`src/hw/rtl/dopl_pkg.sv`:
```
// ----------------------------------------------------------------------------
// dopl_pkg
// Shared types and constants for the open-page DRAM row-buffer latency block.
// ----------------------------------------------------------------------------
package dopl_pkg;

  // Fixed field widths
  localparam int ADDR_W      = 32;
  localparam int LAT_W       = 10;
  localparam int ROW_MAX_W   = 16;
  localparam int POS_W       = 7;   // holds any field position up to 127
  localparam int CFG_IDX_W   = 3;
  localparam int CFG_DATA_W  = 10;

  // Parameter defaults
  localparam int DEF_ADDR_BITS     = 32;
  localparam int DEF_RANK_BITS     = 1;
  localparam int DEF_COL_LOW_BITS  = 2;
  localparam int DEF_COL_HIGH_BITS = 2;
  localparam int DEF_MAX_DIMM_BITS = 1;
  localparam int DEF_MAX_BANK_BITS = 3;

  // Configuration register reset values
  localparam logic [4:0] RST_OFFSET_BITS = 5'd20;
  localparam logic       RST_DIMM_BITS   = 1'b1;
  localparam logic [1:0] RST_BANK_BITS   = 2'd3;
  localparam logic [4:0] RST_ROW_BITS    = 5'd4;

  // Configuration register map
  typedef enum logic [CFG_IDX_W-1:0] {
    REG_OFFSET_BITS        = 3'd0,
    REG_DIMM_BITS          = 3'd1,
    REG_BANK_BITS          = 3'd2,
    REG_ROW_BITS           = 3'd3,
    REG_READ_HIT_LATENCY   = 3'd4,
    REG_WRITE_HIT_LATENCY  = 3'd5,
    REG_READ_MISS_LATENCY  = 3'd6,
    REG_WRITE_MISS_LATENCY = 3'd7
  } cfg_reg_t;

  // Access kinds
  localparam logic KIND_READ  = 1'b0;
  localparam logic KIND_WRITE = 1'b1;

  // Controller to datapath commands
  typedef struct packed {
    logic load;     // capture a new transaction
    logic decode;   // split address into table index and row
    logic update;   // look up bank, compare, update, present result
  } dopl_cmd_t;

endpackage

```
`src/hw/rtl/dopl_ctrl.sv`:
```
// ----------------------------------------------------------------------------
// dopl_ctrl
// Sequencer: steps each transaction through capture, decode and lookup.
// ----------------------------------------------------------------------------
module dopl_ctrl (
  input  logic               clk,
  input  logic               rst,
  input  logic               start,
  output logic               busy,
  output dopl_pkg::dopl_cmd_t cmd
);
  import dopl_pkg::*;

  typedef enum logic [1:0] {
    S_IDLE,
    S_DECODE,
    S_LOOKUP
  } state_t;

  state_t state;

  // State and busy flag
  always_ff @(posedge clk) begin
    if (rst) begin
      state <= S_IDLE;
      busy  <= 1'b0;
    end else begin
      unique case (state)
        S_IDLE: begin
          if (start) begin
            state <= S_DECODE;
            busy  <= 1'b1;
          end
        end
        S_DECODE: begin
          state <= S_LOOKUP;
        end
        S_LOOKUP: begin
          state <= S_IDLE;
          busy  <= 1'b0;
        end
        default: begin
          state <= S_IDLE;
          busy  <= 1'b0;
        end
      endcase
    end
  end

  // Commands to the datapath
  always_comb begin
    cmd.load   = start && !busy;
    cmd.decode = (state == S_DECODE);
    cmd.update = (state == S_LOOKUP);
  end

endmodule

```
`src/hw/rtl/dopl_dp.sv`:
```
// ----------------------------------------------------------------------------
// dopl_dp
// Datapath: configuration registers, address decode, open-row table and
// result registers.
// ----------------------------------------------------------------------------
module dopl_dp #(
  parameter int ADDR_BITS     = dopl_pkg::DEF_ADDR_BITS,
  parameter int RANK_BITS     = dopl_pkg::DEF_RANK_BITS,
  parameter int COL_LOW_BITS  = dopl_pkg::DEF_COL_LOW_BITS,
  parameter int COL_HIGH_BITS = dopl_pkg::DEF_COL_HIGH_BITS,
  parameter int MAX_DIMM_BITS = dopl_pkg::DEF_MAX_DIMM_BITS,
  parameter int MAX_BANK_BITS = dopl_pkg::DEF_MAX_BANK_BITS
) (
  input  logic                             clk,
  input  logic                             rst,
  input  dopl_pkg::dopl_cmd_t              cmd,
  input  logic                             kind,
  input  logic [dopl_pkg::ADDR_W-1:0]      address,
  input  logic                             cfg_write,
  input  logic [dopl_pkg::CFG_IDX_W-1:0]   cfg_index,
  input  logic [dopl_pkg::CFG_DATA_W-1:0]  cfg_data,
  output logic                             done,
  output logic [dopl_pkg::LAT_W-1:0]       latency,
  output logic                             row_hit
);
  import dopl_pkg::*;

  localparam int IDX_SUM = MAX_DIMM_BITS + RANK_BITS + MAX_BANK_BITS;
  localparam int IDX_W   = (IDX_SUM > 0) ? IDX_SUM : 1;
  localparam int DEPTH   = 1 << IDX_W;

  // Configuration registers
  logic [4:0]       offset_bits;
  logic             dimm_bits;
  logic [1:0]       bank_bits;
  logic [4:0]       row_bits;
  logic [LAT_W-1:0] read_hit_latency;
  logic [LAT_W-1:0] write_hit_latency;
  logic [LAT_W-1:0] read_miss_latency;
  logic [LAT_W-1:0] write_miss_latency;

  // Captured transaction
  logic              kind_q;
  logic [ADDR_W-1:0] addr_q;

  // Decoded lookup
  logic                 kind_d;
  logic [IDX_W-1:0]     idx;
  logic [ROW_MAX_W-1:0] row;

  // Open-row table
  logic [ROW_MAX_W-1:0] open_row [DEPTH];
  logic [DEPTH-1:0]     row_valid;

  // Decode signals
  logic [ADDR_W-1:0] addr_mask;
  logic [ADDR_W-1:0] addr_m;
  logic [POS_W-1:0]  pos_dimm, pos_bank, pos_rank, pos_row;
  logic [1:0]        dimm_w, bank_w;
  logic [4:0]        row_w;
  logic [ADDR_W-1:0] dimm_v, bank_v, rank_v, row_v, idx_full;
  logic [IDX_W-1:0]  idx_next;
  logic [ROW_MAX_W-1:0] row_next;
  logic              hit;

  // Configuration writes
  always_ff @(posedge clk) begin
    if (rst) begin
      offset_bits        <= RST_OFFSET_BITS;
      dimm_bits          <= RST_DIMM_BITS;
      bank_bits          <= RST_BANK_BITS;
      row_bits           <= RST_ROW_BITS;
      read_hit_latency   <= '0;
      write_hit_latency  <= '0;
      read_miss_latency  <= '0;
      write_miss_latency <= '0;
    end else if (cfg_write) begin
      unique case (cfg_reg_t'(cfg_index))
        REG_OFFSET_BITS:        offset_bits        <= cfg_data[4:0];
        REG_DIMM_BITS:          dimm_bits          <= cfg_data[0];
        REG_BANK_BITS:          bank_bits          <= cfg_data[1:0];
        REG_ROW_BITS:           row_bits           <= cfg_data[4:0];
        REG_READ_HIT_LATENCY:   read_hit_latency   <= cfg_data[LAT_W-1:0];
        REG_WRITE_HIT_LATENCY:  write_hit_latency  <= cfg_data[LAT_W-1:0];
        REG_READ_MISS_LATENCY:  read_miss_latency  <= cfg_data[LAT_W-1:0];
        REG_WRITE_MISS_LATENCY: write_miss_latency <= cfg_data[LAT_W-1:0];
        default: ;
      endcase
    end
  end

  // Capture the transaction
  always_ff @(posedge clk) begin
    if (cmd.load) begin
      kind_q <= kind;
      addr_q <= address;
    end
  end

  // Address decode: bits at or above ADDR_BITS read as zero
  always_comb begin
    for (int i = 0; i < ADDR_W; i++) begin
      addr_mask[i] = (i < ADDR_BITS);
    end
    addr_m = addr_q & addr_mask;

    pos_dimm = POS_W'(offset_bits);
    pos_bank = pos_dimm + POS_W'(dimm_bits) + POS_W'(COL_LOW_BITS);
    pos_rank = pos_bank + POS_W'(bank_bits) + POS_W'(COL_HIGH_BITS);
    pos_row  = pos_rank + POS_W'(RANK_BITS);

    // Wide fields keep their layout width but select with fewer bits
    dimm_w = (2'(dimm_bits) < 2'(MAX_DIMM_BITS)) ? 2'(dimm_bits) : 2'(MAX_DIMM_BITS);
    bank_w = (bank_bits < 2'(MAX_BANK_BITS)) ? bank_bits : 2'(MAX_BANK_BITS);
    if (MAX_BANK_BITS > 3) begin
      bank_w = bank_bits;
    end
    row_w  = (row_bits > 5'(ROW_MAX_W)) ? 5'(ROW_MAX_W) : row_bits;

    dimm_v = (addr_m >> pos_dimm) & ((ADDR_W'(1) << dimm_w) - ADDR_W'(1));
    bank_v = (addr_m >> pos_bank) & ((ADDR_W'(1) << bank_w) - ADDR_W'(1));
    rank_v = (addr_m >> pos_rank) & ((ADDR_W'(1) << RANK_BITS) - ADDR_W'(1));
    row_v  = (addr_m >> pos_row)  & ((ADDR_W'(1) << row_w) - ADDR_W'(1));

    idx_full = (dimm_v << (RANK_BITS + MAX_BANK_BITS)) | (rank_v << MAX_BANK_BITS) | bank_v;
    idx_next = IDX_W'(idx_full);
    row_next = row_v[ROW_MAX_W-1:0];
  end

  always_ff @(posedge clk) begin
    if (cmd.decode) begin
      kind_d <= kind_q;
      idx    <= idx_next;
      row    <= row_next;
    end
  end

  // Lookup and compare
  assign hit = row_valid[idx] && (open_row[idx] == row);

  // Table update on a miss
  always_ff @(posedge clk) begin
    if (rst) begin
      row_valid <= '0;
    end else if (cmd.update && !hit) begin
      row_valid[idx] <= 1'b1;
    end
  end

  always_ff @(posedge clk) begin
    if (cmd.update && !hit) begin
      open_row[idx] <= row;
    end
  end

  // Result registers
  always_ff @(posedge clk) begin
    if (rst) begin
      done <= 1'b0;
    end else begin
      done <= cmd.update;
    end
  end

  always_ff @(posedge clk) begin
    if (cmd.update) begin
      row_hit <= hit;
      if (hit) begin
        latency <= (kind_d == KIND_WRITE) ? write_hit_latency : read_hit_latency;
      end else begin
        latency <= (kind_d == KIND_WRITE) ? write_miss_latency : read_miss_latency;
      end
    end
  end

endmodule

```
`src/hw/rtl/dram_open_page_latency.sv`:
```
// ----------------------------------------------------------------------------
// dram_open_page_latency
// Open-page row-buffer model: tracks the open row per bank and reports the
// configured hit or miss latency for each access.
//
//   Channel   Signals                              Handshake
//   -------   ----------------------------------   ------------------------
//   access    kind, address                        start && !busy
//   result    latency, row_hit                     done, one-cycle strobe
//   config    cfg_write, cfg_index, cfg_data       cfg_write, no wait
//
// Each transaction steps through capture, address decode into bank index
// and row, then table lookup with compare and update; done pulses in the
// cycle after the lookup. busy is high for the decode and lookup cycles, so
// a new access can be taken while the last result is still on the outputs.
// Reset (rst, synchronous) clears all open-row valid bits at once and loads
// the configuration defaults. The receiver cannot stall results.
// ----------------------------------------------------------------------------
module dram_open_page_latency #(
  parameter int ADDR_BITS     = dopl_pkg::DEF_ADDR_BITS,
  parameter int RANK_BITS     = dopl_pkg::DEF_RANK_BITS,
  parameter int COL_LOW_BITS  = dopl_pkg::DEF_COL_LOW_BITS,
  parameter int COL_HIGH_BITS = dopl_pkg::DEF_COL_HIGH_BITS,
  parameter int MAX_DIMM_BITS = dopl_pkg::DEF_MAX_DIMM_BITS,
  parameter int MAX_BANK_BITS = dopl_pkg::DEF_MAX_BANK_BITS
) (
  input  logic                             clk,
  input  logic                             rst,
  input  logic                             start,
  output logic                             busy,
  input  logic                             kind,
  input  logic [dopl_pkg::ADDR_W-1:0]      address,
  input  logic                             cfg_write,
  input  logic [dopl_pkg::CFG_IDX_W-1:0]   cfg_index,
  input  logic [dopl_pkg::CFG_DATA_W-1:0]  cfg_data,
  output logic                             done,
  output logic [dopl_pkg::LAT_W-1:0]       latency,
  output logic                             row_hit
);
  import dopl_pkg::*;

  dopl_cmd_t cmd;

  // Sequencer
  dopl_ctrl u_ctrl (
    .clk   (clk),
    .rst   (rst),
    .start (start),
    .busy  (busy),
    .cmd   (cmd)
  );

  // Datapath
  dopl_dp #(
    .ADDR_BITS     (ADDR_BITS),
    .RANK_BITS     (RANK_BITS),
    .COL_LOW_BITS  (COL_LOW_BITS),
    .COL_HIGH_BITS (COL_HIGH_BITS),
    .MAX_DIMM_BITS (MAX_DIMM_BITS),
    .MAX_BANK_BITS (MAX_BANK_BITS)
  ) u_dp (
    .clk       (clk),
    .rst       (rst),
    .cmd       (cmd),
    .kind      (kind),
    .address   (address),
    .cfg_write (cfg_write),
    .cfg_index (cfg_index),
    .cfg_data  (cfg_data),
    .done      (done),
    .latency   (latency),
    .row_hit   (row_hit)
  );

endmodule
```
`config.mk`:
```
export PLATFORM = sky130hd
export DESIGN_NAME = dram_open_page_latency
export DESIGN_NICKNAME = d
export VERILOG_FILES = /design/src/hw/rtl/dopl_pkg.sv /design/src/hw/rtl/dopl_ctrl.sv /design/src/hw/rtl/dopl_dp.sv /design/src/hw/rtl/dram_open_page_latency.sv
export SDC_FILE = /design/constraint.sdc
export NUM_CORES = 1
export LEC_CHECK = 0
export BUFFER_PORTS_ARGS = -buffer_cell sky130_fd_sc_hd__buf_2
export CAP_MARGIN = 15
export CELL_PAD_IN_SITES_DETAIL_PLACEMENT = 1
export CELL_PAD_IN_SITES_GLOBAL_PLACEMENT = 2
export CORE_ASPECT_RATIO = 1.4
export CORE_MARGIN = 2
export CORE_UTILIZATION = 50
export CTS_CLUSTER_SIZE = 16
export DETAILED_ROUTE_END_ITERATION = 6
export GPL_TIMING_DRIVEN = 0
export PLACE_DENSITY = 0.82
export SLEW_MARGIN = 40
export SYNTH_ARGS = -nofsm -noshare
export SYNTH_HDL_FRONTEND = slang
export SYNTH_SLANG_ARGS = --single-unit
```
`constraint.sdc`:
```
create_clock -name clk -period 6.5 [get_ports clk]
set_clock_uncertainty 0.1 [all_clocks]
set_input_delay 0.65 -clock clk [delete_from_list [all_inputs] [get_ports clk]]
set_output_delay 0.65 -clock clk [all_outputs]
set_load 0.02 [all_outputs]
```
==> flow_summary.yaml, run 1 <==
run_status:
  status: "finished clean"
floorplan:
  die_h_um: 292
  die_w_um: 210
  core_area_um2: 58600
  die-area_um2: 61300
  io_pins: 63
  start_util_pct: 50.6
  rows: 105
grt:
  grtUsageMet1_pct: 36.1
  overflow: 0
  groute.usage.overall_pct: 31.2
  grt-busiest-layer: "met2"
  use_met2_pct: 55.8
  antenna_found_initial: 0
  grt_pass1_wl_um: 138000
  grt_pass1_vias: 20700
  grt_max_degree: 35
  met3_usage_pct: 3.95
synth:
  async_reset_ff_share_pct: 0
  synth_cell_types: 72
  synth_edf_count: 578
  ys_seq_elements: 672
  yosysTopAreaCell: "edfxtp_1"
  netlist_instances: 1935
  syn_area_um2: 29700
  yosysMostFrequentCell: "edfxtp_1"
  synthTopCellsByArea: "edfxtp_1 59%, mux4_2 11%, dfxtp_1 6.3%"
  syn_nets: 1994
  ys_seq_area_share_pct: 64.8
  synthFlopType: "edfxtp_1"
  yosys_warnings: 0
  ys_top_cells_by_count: "578 x edfxtp_1, 166 x mux2i_1, 164 x nand2_1"
  syn_area_per_cell_um2: 15.3
  synth_top_cell_area_share_pct: 58.5
critical_path:
  critPathRequiredTime_ns: 6.81
  arrival_ns: 6.21
  cpMaxStageDelayCell: "nor4_1"
  crit_type: "reg2reg"
  cp_common_cell: "buf_2"
  endpoint_kind: "flop"
  cp_max_fo: 10
  path_cells: "buf_2, buf_2, clkbuf_1, nand3_1, o22ai_1, nor4_1, xnor2_1, o21ai_1, nor4_1, and4_4, buf_2, buf_2, nor3_2, buf_2, buf_2, buf_4"
  slowest_delay_ns: 0.70
  startpoint_type: "flop"
place:
  port_buffers: 59
  gp_congestion: 0.878
  hpwl_um: 70100
  dp_slack_ns: 0.701
pwr:
  p_leak_nw: 11.7
  p_int_w: 0.00754
  vdd_drop_max_mv: 0.260
  clock_power_share_pct: 38.4
  p_sw_share_pct: 25.6
  power_density_nw_per_um2: 295
  p_switching_w: 0.00259
  comb_power_share_pct: 14.3
  p_total_w: 0.0101
  power_frac_seq_pct: 47.4
route:
  finalWirelength_um: 94200
  vias: 19200
  drtAntennaViolNets: 0
  wl_per_cell_um: 31.4
  via_per_inst: 6.40
  drt_iter0_drc: 1760
  first_pass_iters: 5
  drcViolationCount: 0
sta:
  tightest_slew_ns: 0.859
  fmax_mhz: 169
  fin_crit_sh_pct: 90.8
  hold_viol: 0
  finalSetupViolCount: 0
  report.final.slew_viol_count: 0
  rsz0062_at_grt: "false"
  relSlewSlack_pct: 42.5
  fin_crit_ns: 5.90
  whs_ns: 0.0732
  finalWorstSetupSlack_ns: 0.599
clock_tree:
  cts_resized: 0
  clk_latency_ns: 0.65
  cts_buffer_depth: 3
  cts_buffers: 61
  clkSlewWorstSetupHoldPaths_ns: 0.06
  cts_setup_buffers: 0
  cts_root_buf: "clkbuf_16"
  h-tree-depth: 2
  cts_hold_buf: 0
  cts.sink_count: 672
  cts_tree: "built"
layout:
  antenna_cells: 0
  area_growth_pct: 15.9
  drive_above_1_share_pct: 25.9
  final_nets: 2260
  fin_util_pct: 58.7
worst_hold_path:
  holdCritPathClass: "in2reg"
flow_run:
  maxCapViolCount: 0
-- registers in the layout, indices dropped and copies added, names as in the netlist, 2 cells and up, named ones only --
name and count:
u_dp.write_miss_latency 10, u_dp.bank_bits 2, u_dp.read_hit_latency 10, u_dp.idx 5
u_dp.read_miss_latency 10, u_dp.open_row 512, u_dp.row_valid 32, u_dp.row 16
u_dp.row_bits 5, u_dp.write_hit_latency 10, u_ctrl.state 2, u_dp.latency 10
u_dp.offset_bits 5, u_dp.addr_m 32
-- worst max-delay path, delay by kind of cell (launching register included) --
family	cells	cell delay, ns
xor gates and xnor gates	1	0.38
buffers and inverters	8	2.56
and+or+nand+nor	5	1.81
DFF	1	0.31
AOI/OAI and AO/OA	2	0.49
-- logic make-up (layout without fill, tap and decap cells) --
| family | Yosys count | in the layout | share of synthesized area (%) |
|---|---|---|---|
| mux | 320 | 320 | 16.8 |
| buf+inv | 168 | 483 | 2.75 |
| simple gates | 439 | 439 | 7.44 |
| fa+ha+maj | 10 | 10 | 0.413 |
| xor+xnor | 27 | 27 | 0.873 |
| compound gates | 299 | 299 | 6.85 |
| flops | 672 | 672 | 64.8 |
-- cells in the final DEF, fill, tap and decap left out, types with 14 or more instances in the layout --
| cell | Yosys | routed |
|---|---|---|
| edfxtp_1 | 578 | 578 |
| mux2i_1 | 166 | 166 |
| nand2_1 | 164 | 164 |
| mux4_2 | 142 | 142 |
| buf_2 | 32 | 117 |
| buf_4 | 12 | 104 |
| dfxtp_1 | 94 | 94 |
| a21oi_1 | 82 | 82 |
| clkbuf_1 | 61 | 67 |
| clkbuf_16 | 0 | 62 |
| nor2_1 | 57 | 56 |
| nand2b_1 | 36 | 36 |
| buf_6 | 11 | 35 |
| nor3_2 | 0 | 33 |
| inv_1 | 32 | 31 |
| o21ai_0 | 28 | 28 |
| o22ai_1 | 27 | 27 |
| a22oi_1 | 25 | 25 |
| a211oi_1 | 24 | 24 |
| nor2b_1 | 26 | 23 |
| o32ai_1 | 21 | 21 |
| nand3_1 | 20 | 20 |
| o31ai_1 | 20 | 20 |
| buf_1 | 19 | 18 |
| nor3_1 | 48 | 15 |
| clkinv_2 | 0 | 15 |
| nor4_1 | 14 | 14 |
-- final cells by class --
cell class | instances | area, um2
Fill cell | 5507 | 24200
Sequential cell | 672 | 19200
Multi-Input combinational cell | 1095 | 9820
Clock buffer | 69 | 1580
Timing Repair Buffer | 203 | 1430
Tap cell | 749 | 937
Buffer | 136 | 697
Clock inverter | 43 | 567
Inverter | 32 | 120
-- stage by stage --
stage	std cells	cell area (um2)	setup TNS, ns
after global placement	2743	30900	-595.62
after floorplan	1935	29700	0
after CTS	2993	34300	0
after detailed placement	2881	32200	0
after global routing	2999	34400	0
final	2999	34400	0
-- per-layer routing --
layer / vias up / wire (um)
li1: 8152 / -
met1: 9859 / 33500
met2: 890 / 49200
met3: 279 / 5470
met4: 0 / 6110
met5: - / 0
-- path summary, 6_finish.rpt --
path,start,cells past startpoint,to,slack (ns)
min,address[31],1,u_dp.addr_m[31]$_DFFE_PP_,0.07
min reg2reg,u_dp.kind_q$_DFFE_PP_,0,u_dp.kind_d$_DFFE_PN_,0.34
max reg2reg,flop,16,u_dp.open_row[28][3]$_DFFE_PP_,0.60
max,flop,16,u_dp.open_row[28][3]$_DFFE_PP_,0.60
-- power groups by stage --
stage	Sequential (W)	Combinational [W]	Clock [W]
after CTS	0.00481	0.00143	0.00392
after floorplan	0.00489	0.000915	0
after detailed placement	0.00490	0.00142	0
final	0.00480	0.00144	0.00389
after global placement	0.00492	0.00134	0
after global routing	0.00481	0.00152	0.00406
No activity file was read; power rests on OpenSTA's default activity.
==> run 2: changes to the inputs <==
--- a/config.mk
+++ b/config.mk
@@ -11,11 +11,11 @@
 export CELL_PAD_IN_SITES_GLOBAL_PLACEMENT = 2
 export CORE_ASPECT_RATIO = 1.4
 export CORE_MARGIN = 2
-export CORE_UTILIZATION = 50
+export CORE_UTILIZATION = 47
 export CTS_CLUSTER_SIZE = 16
 export DETAILED_ROUTE_END_ITERATION = 6
 export GPL_TIMING_DRIVEN = 0
-export PLACE_DENSITY = 0.82
+export PLACE_DENSITY = 0.78
 export SLEW_MARGIN = 40
 export SYNTH_ARGS = -nofsm -noshare
 export SYNTH_HDL_FRONTEND = slang
==> constraint.sdc (replaced) <==
create_clock -name clk -period 5.48 [get_ports clk]
set_clock_uncertainty 0.1 [all_clocks]
set_input_delay 0.548 -clock clk [delete_from_list [all_inputs] [get_ports clk]]
set_output_delay 0.548 -clock clk [all_outputs]
set_load 0.02 [all_outputs]
==> run 2 against run 1 <==
Compared with the run above: fmax is 9.4% higher; largest power group unchanged; sequential power is 19% higher; die area is 6.3% higher.
==> flow_summary.yaml, run 2 (synthesis results as in run 1) <==
run_status:
  status: "finished clean"
sta:
  fin_crit_ns: 5.40
  finalSetupViolCount: 0
  whs_ns: 0.0195
  report.final.slew_viol_count: 0
  tns_ns: 0
  fin_crit_sh_pct: 98.5
  fmax_mhz: 185
  finalWorstSetupSlack_ns: 0.0835
  tightest_slew_ns: 0.886
  rsz0062_at_grt: "false"
  hold_viol: 0
  relSlewSlack_pct: 40.5
critical_path:
  crit_buf_inv: 9
  crit_type: "reg2reg"
  startpoint_type: "flop"
  cp-endpoint: "u_dp.open_row[26][2]$_DFFE_PP_"
  slowest_delay_ns: 0.46
  critical-path-top-delay-family: "buffers and inverters"
  cp_common_cell: "buf_4"
  cp.depth: 17
  reg2reg_to: "u_dp.open_row[26][2]$_DFFE_PP_"
  path_cells: "buf_2, buf_2, buf_4, mux4_2, o22ai_1, nor4_1, xnor2_1, nand3_1, nor4_2, and4_4, buf_2, clkbuf_4, nor4b_4, buf_4, buf_4, buf_6, buf_4"
  ff2ff_path_depth: 17
  cpMaxStageDelayCell: "xnor2_1"
  critPathRequiredTime_ns: 5.78
  cp_max_fo: 10
  rrSetupSlack_ns: 0.08
  arrival_ns: 5.69
  endpoint_kind: "flop"
layout:
  area_growth_pct: 17.4
  drive_above_1_share_pct: 25.8
  largest_reg_flops: 512
  final_nets: 2297
  fin_util_pct: 55.5
  top_register: "u_dp.open_row"
  layout_commonest_cell: "edfxtp_1"
  layout_common_cells: "578 x edfxtp_1, 166 x mux2i_1, 164 x nand2_1"
  design_area_um2: 34800
clock_tree:
  cts_buffers: 61
  cts_setup_buffers: 0
  cts_root_buf: "clkbuf_16"
  cts_tree: "built"
  cts_buffer_depth: 3
  clkSlewWorstSetupHoldPaths_ns: 0.06
  clk_latency_ns: 0.65
  cts.sink_count: 672
  h-tree-depth: 2
grt:
  groute.usage.overall_pct: 29.2
  grt_pass1_wl_um: 138000
  grt_pass1_vias: 20500
  overflow: 0
  antenna_found_initial: 2
  grt_max_degree: 35
floorplan:
  die_h_um: 301
  die_w_um: 216
  core_area_um2: 62700
  rows: 109
  io_pins: 63
  die-area_um2: 65200
  start_util_pct: 47.3
place:
  port_buffers: 59
  gp_congestion: 0.898
  dp_slack_ns: -0.298
  hpwl_um: 69800
  dpl_cell_area_um2: 32200
pwr:
  p_leak_nw: 11.8
  p_int_w: 0.00884
  comb_power_share_pct: 14.5
  power_frac_seq_pct: 47.7
  p_switching_w: 0.00310
  vdd_drop_max_mv: 0.343
  power_density_nw_per_um2: 343
  p_sw_share_pct: 25.9
  clock_power_share_pct: 37.8
route:
  drtAntennaViolNets: 0
  finalWirelength_um: 94100
  via_per_inst: 6.15
  vias: 19200
  drcViolationCount: 0
  first_pass_iters: 6
  wl_per_cell_um: 30.1
  drt_iter0_drc: 1830
flow_run:
  maxCapViolCount: 0
worst_hold_path:
  holdCritPathClass: "in2reg"
## run 2: cell count changes in the layout (fill, tap and decap cells not counted), moves of 3 or more
| cell | delta |
|---|---|
| nor3_4 | +4 |
| nor3_2 | -4 |
| clkinv_1 | +3 |
| dlygate4sd3_1 | +32 |
| buf_8 | +4 |
| buf_4 | -10 |
| buf_2 | +13 |
| bufinv_16 | -4 |
## run 2: worst min path at each step
| stage | start | end | slack (ns) | depth (start not counted) |
|---|---|---|---|---|
| floorplan | u_dp.kind_q$_DFFE_PP_ | u_dp.kind_d$_DFFE_PN_ | 0.30 | 0 |
| global placement | u_dp.kind_q$_DFFE_PP_ | u_dp.kind_d$_DFFE_PN_ | 0.31 | 0 |
| detailed placement | u_dp.kind_q$_DFFE_PP_ | u_dp.kind_d$_DFFE_PN_ | 0.32 | 0 |
| CTS | address[14] | u_dp.addr_m[14]$_DFFE_PP_ | 0.0002 | 1 |
| global route | address[14] | u_dp.addr_m[14]$_DFFE_PP_ | 0.002 | 1 |
| finish | address[14] | u_dp.addr_m[14]$_DFFE_PP_ | 0.02 | 1 |
## run 2: power groups by stage
stage | clock network (W) | logic, W | registers (W)
CTS | 0.00457 | 0.00171 | 0.00571
global route | 0.00473 | 0.00184 | 0.00570
global placement | 0 | 0.00159 | 0.00584
detailed placement | 0 | 0.00167 | 0.00582
finish | 0.00452 | 0.00173 | 0.00569
floorplan | 0 | 0.00109 | 0.00580
## run 2: what timing repair did
| item | 4_1_cts | 5_1_grt |
|---|---|---|
| endpoints found under the hold margin | 32 | 0 |
| hold buffers | 32 | 0 |
| gates resized for setup | 8 | 6 |
| pin swaps | 1 | 0 |
| endpoints found under the setup margin | 119 | 21 |
## run 2: stage by stage
step | instances | power, W
after CTS | 3111 | 0.0120
after floorplan | 1935 | 0.00688
after detailed placement | 2967 | 0.00749
after global routing | 3121 | 0.0123
final | 3122 | 0.0119
after global placement | 2826 | 0.00742
## run 2: final cells by class
class	instances	area, um2
inverter	32	120
timing repair buffer	242	1760
antenna	1	2.50
multi-input combinational	1095	9860
buffer	134	704
sequential	672	19200
clock buffer	73	1630
clock inverter	41	457
tap	832	1040
fill	6059	27900
## run 2: per-layer routing
layer	vias up	track usage (%)	routed length [um]	part of all wire (%)
li1	8232	-	-	-
met1	9924	34.4	34000	36
met2	788	53.2	49600	53
met3	256	3.55	5440	5.8
met4	4	13.3	5000	5.3
met5	-	0	22	0.023
==> run 3: changes to the inputs <==
--- a/config.mk
+++ b/config.mk
@@ -12,10 +12,10 @@
 export CORE_ASPECT_RATIO = 1.4
 export CORE_MARGIN = 2
 export CORE_UTILIZATION = 47
-export CTS_CLUSTER_SIZE = 16
+export CTS_CLUSTER_SIZE = 20
 export DETAILED_ROUTE_END_ITERATION = 6
 export GPL_TIMING_DRIVEN = 0
-export PLACE_DENSITY = 0.78
+export PLACE_DENSITY = 0.92
 export SLEW_MARGIN = 40
 export SYNTH_ARGS = -nofsm -noshare
 export SYNTH_HDL_FRONTEND = slang
==> run 3 against run 2 <==
Compared with the run above: worst setup slack got worse by 0.019 ns; largest power group unchanged; fmax decreased by 0.36%; wire length is 3.2% higher.
==> flow_summary.yaml, run 3 (synthesis results as in run 1) <==
sta:
  fin_crit_sh_pct: 98.8
  whs_ns: 0.0759
  tightest_slew_ns: 0.840
  finalWorstSetupSlack_ns: 0.0641
  rsz0062_at_grt: "false"
  fmax_mhz: 185
  fin_crit_ns: 5.42
  hold_viol: 0
  finalSetupViolCount: 0
  report.final.slew_viol_count: 0
  relSlewSlack_pct: 44.0
layout:
  layout_commonest_cell: "edfxtp_1"
  fin_util_pct: 55.3
  final_nets: 2284
  antenna_cells: 0
  fillers: 6033
  area_growth_pct: 17.0
  top_register: "u_dp.open_row"
  drive_above_1_share_pct: 25.6
  largest_reg_flops: 512
  layout_common_cells: "578 x edfxtp_1, 166 x mux2i_1, 164 x nand2_1"
floorplan:
  io_pins: 63
  core_area_um2: 62700
  rows: 109
  start_util_pct: 47.3
  die-area_um2: 65200
  die_h_um: 301
  die_w_um: 216
worst_hold_path:
  holdCritPathClass: "in2reg"
route:
  drtAntennaViolNets: 0
  wl_per_cell_um: 31.3
  drcViolationCount: 0
  via_per_inst: 6.39
  first_pass_iters: 5
  drt_iter0_drc: 1866
  vias: 19900
  finalWirelength_um: 97100
critical_path:
  ff2ff_path_depth: 16
  cp-endpoint: "u_dp.open_row[24][5]$_DFFE_PP_"
  startpoint_type: "flop"
  crit_type: "reg2reg"
  reg2reg_to: "u_dp.open_row[24][5]$_DFFE_PP_"
  rrSetupSlack_ns: 0.06
  arrival_ns: 5.67
  cp_max_fo: 10
  endpoint_kind: "flop"
  critPathRequiredTime_ns: 5.74
place:
  gp_congestion: 0.874
  port_buffers: 59
  dp_slack_ns: -0.0787
  hpwl_um: 69300
grt:
  grt_max_degree: 35
  groute.usage.overall_pct: 29.9
  grt_pass1_wl_um: 142000
  overflow: 0
  antenna_found_initial: 0
  grt_pass1_vias: 21100
clock_tree:
  clkSlewWorstSetupHoldPaths_ns: 0.07
  cts_buffer_depth: 3
  cts_buffers: 60
  cts_tree: "built"
  h-tree-depth: 2
  cts_root_buf: "clkbuf_16"
  clk_latency_ns: 0.66
  cts_setup_buffers: 0
  cts.sink_count: 672
flow_run:
  maxCapViolCount: 0
pwr:
  vdd_drop_max_mv: 0.281
  power_density_nw_per_um2: 343
  p_leak_nw: 11.8
  p_total_w: 0.0119
run_status:
  status: "finished clean"
## run 3: cell count changes in the layout (fill, tap and decap cells not counted), moves of 2 or more
cell / previous run / this run
buf_4: 94 / 78
clkbuf_16: 63 / 61
buf_6: 35 / 32
clkinv_8: 0 / 2
nor3_4: 4 / 6
nor3_2: 29 / 27
clkinv_1: 13 / 4
clkinvlp_4: 1 / 8
clkinv_4: 0 / 2
buf_2: 130 / 137
## run 3: critical path, stage by stage (launching register included)
cell and delay (ns):
dfxtp_1 0.35, buf_2 0.31, buf_2 0.36, buf_2 0.38, mux4_2 0.37, o22ai_1 0.23, nor4_1 0.14, xnor2_1 0.49
o21ai_1 0.22, nor4_2 0.42, and4_4 0.37, buf_2 0.27, buf_2 0.39, nor3_2 0.12, buf_4 0.20, buf_4 0.18
buf_2 0.21
## run 3: worst min path at each step
stage / startpoint / cells past startpoint / slack [ns] / to
floorplan: u_dp.kind_q$_DFFE_PP_ / 0 / 0.30 / u_dp.kind_d$_DFFE_PN_
detailed placement: u_dp.kind_q$_DFFE_PP_ / 0 / 0.34 / u_dp.kind_d$_DFFE_PN_
CTS: cfg_data[7] / 3 / 0.06 / u_dp.read_hit_latency[7]$_SDFFE_PP0P_
global placement: u_dp.kind_q$_DFFE_PP_ / 0 / 0.32 / u_dp.kind_d$_DFFE_PN_
finish: cfg_data[7] / 3 / 0.08 / u_dp.read_hit_latency[7]$_SDFFE_PP0P_
global route: start / 2 / 0.09 / u_ctrl.state[0]$_SDFFE_PP0N_
## run 3: area by class of cell
type	count	area, um2	share of cell area [%]
sequential	672	19200	55.4
multi-input combinational	1095	9870	28.4
clock inverter	42	513	1.48
clock buffer	69	1570	4.51
timing repair buffer	231	1670	4.80
tap	832	1040	3.00
inverter	32	120	0.346
buffer	133	689	1.99
## run 3: stage by stage
stage	instances	area [um2]	TNS [ns]
floorplan	1935	29700	0
global placement	2826	31000	-961.84
detailed placement	2958	32200	-0.620
CTS	3099	34600	0
global route	3106	34700	0
finish	3106	34700	0
## run 3: what timing repair did
item | CTS | global route
setup endpoints to repair | 129 | 10
endpoints found under the hold margin | 33 | 0
gates resized for setup | 5 | 5
hold buffers | 33 | 0
## run 3: per-layer routing
layer	global-route usage (%)	wire, um	up-vias
met1	33.1	32300	10100
met2	53.4	50500	1123
met5	0	0	-
met4	19.3	7390	0
met3	4.55	7010	377
li1	-	-	8216
## run 3: power breakdown
group	leakage (nW)	internal [W]	switching (W)
Sequential	6.00	0.00562	0.0000811
Clock	0.999	0.00249	0.00199
Combinational	4.76	0.000666	0.00107
Total	11.8	0.00878	0.00314
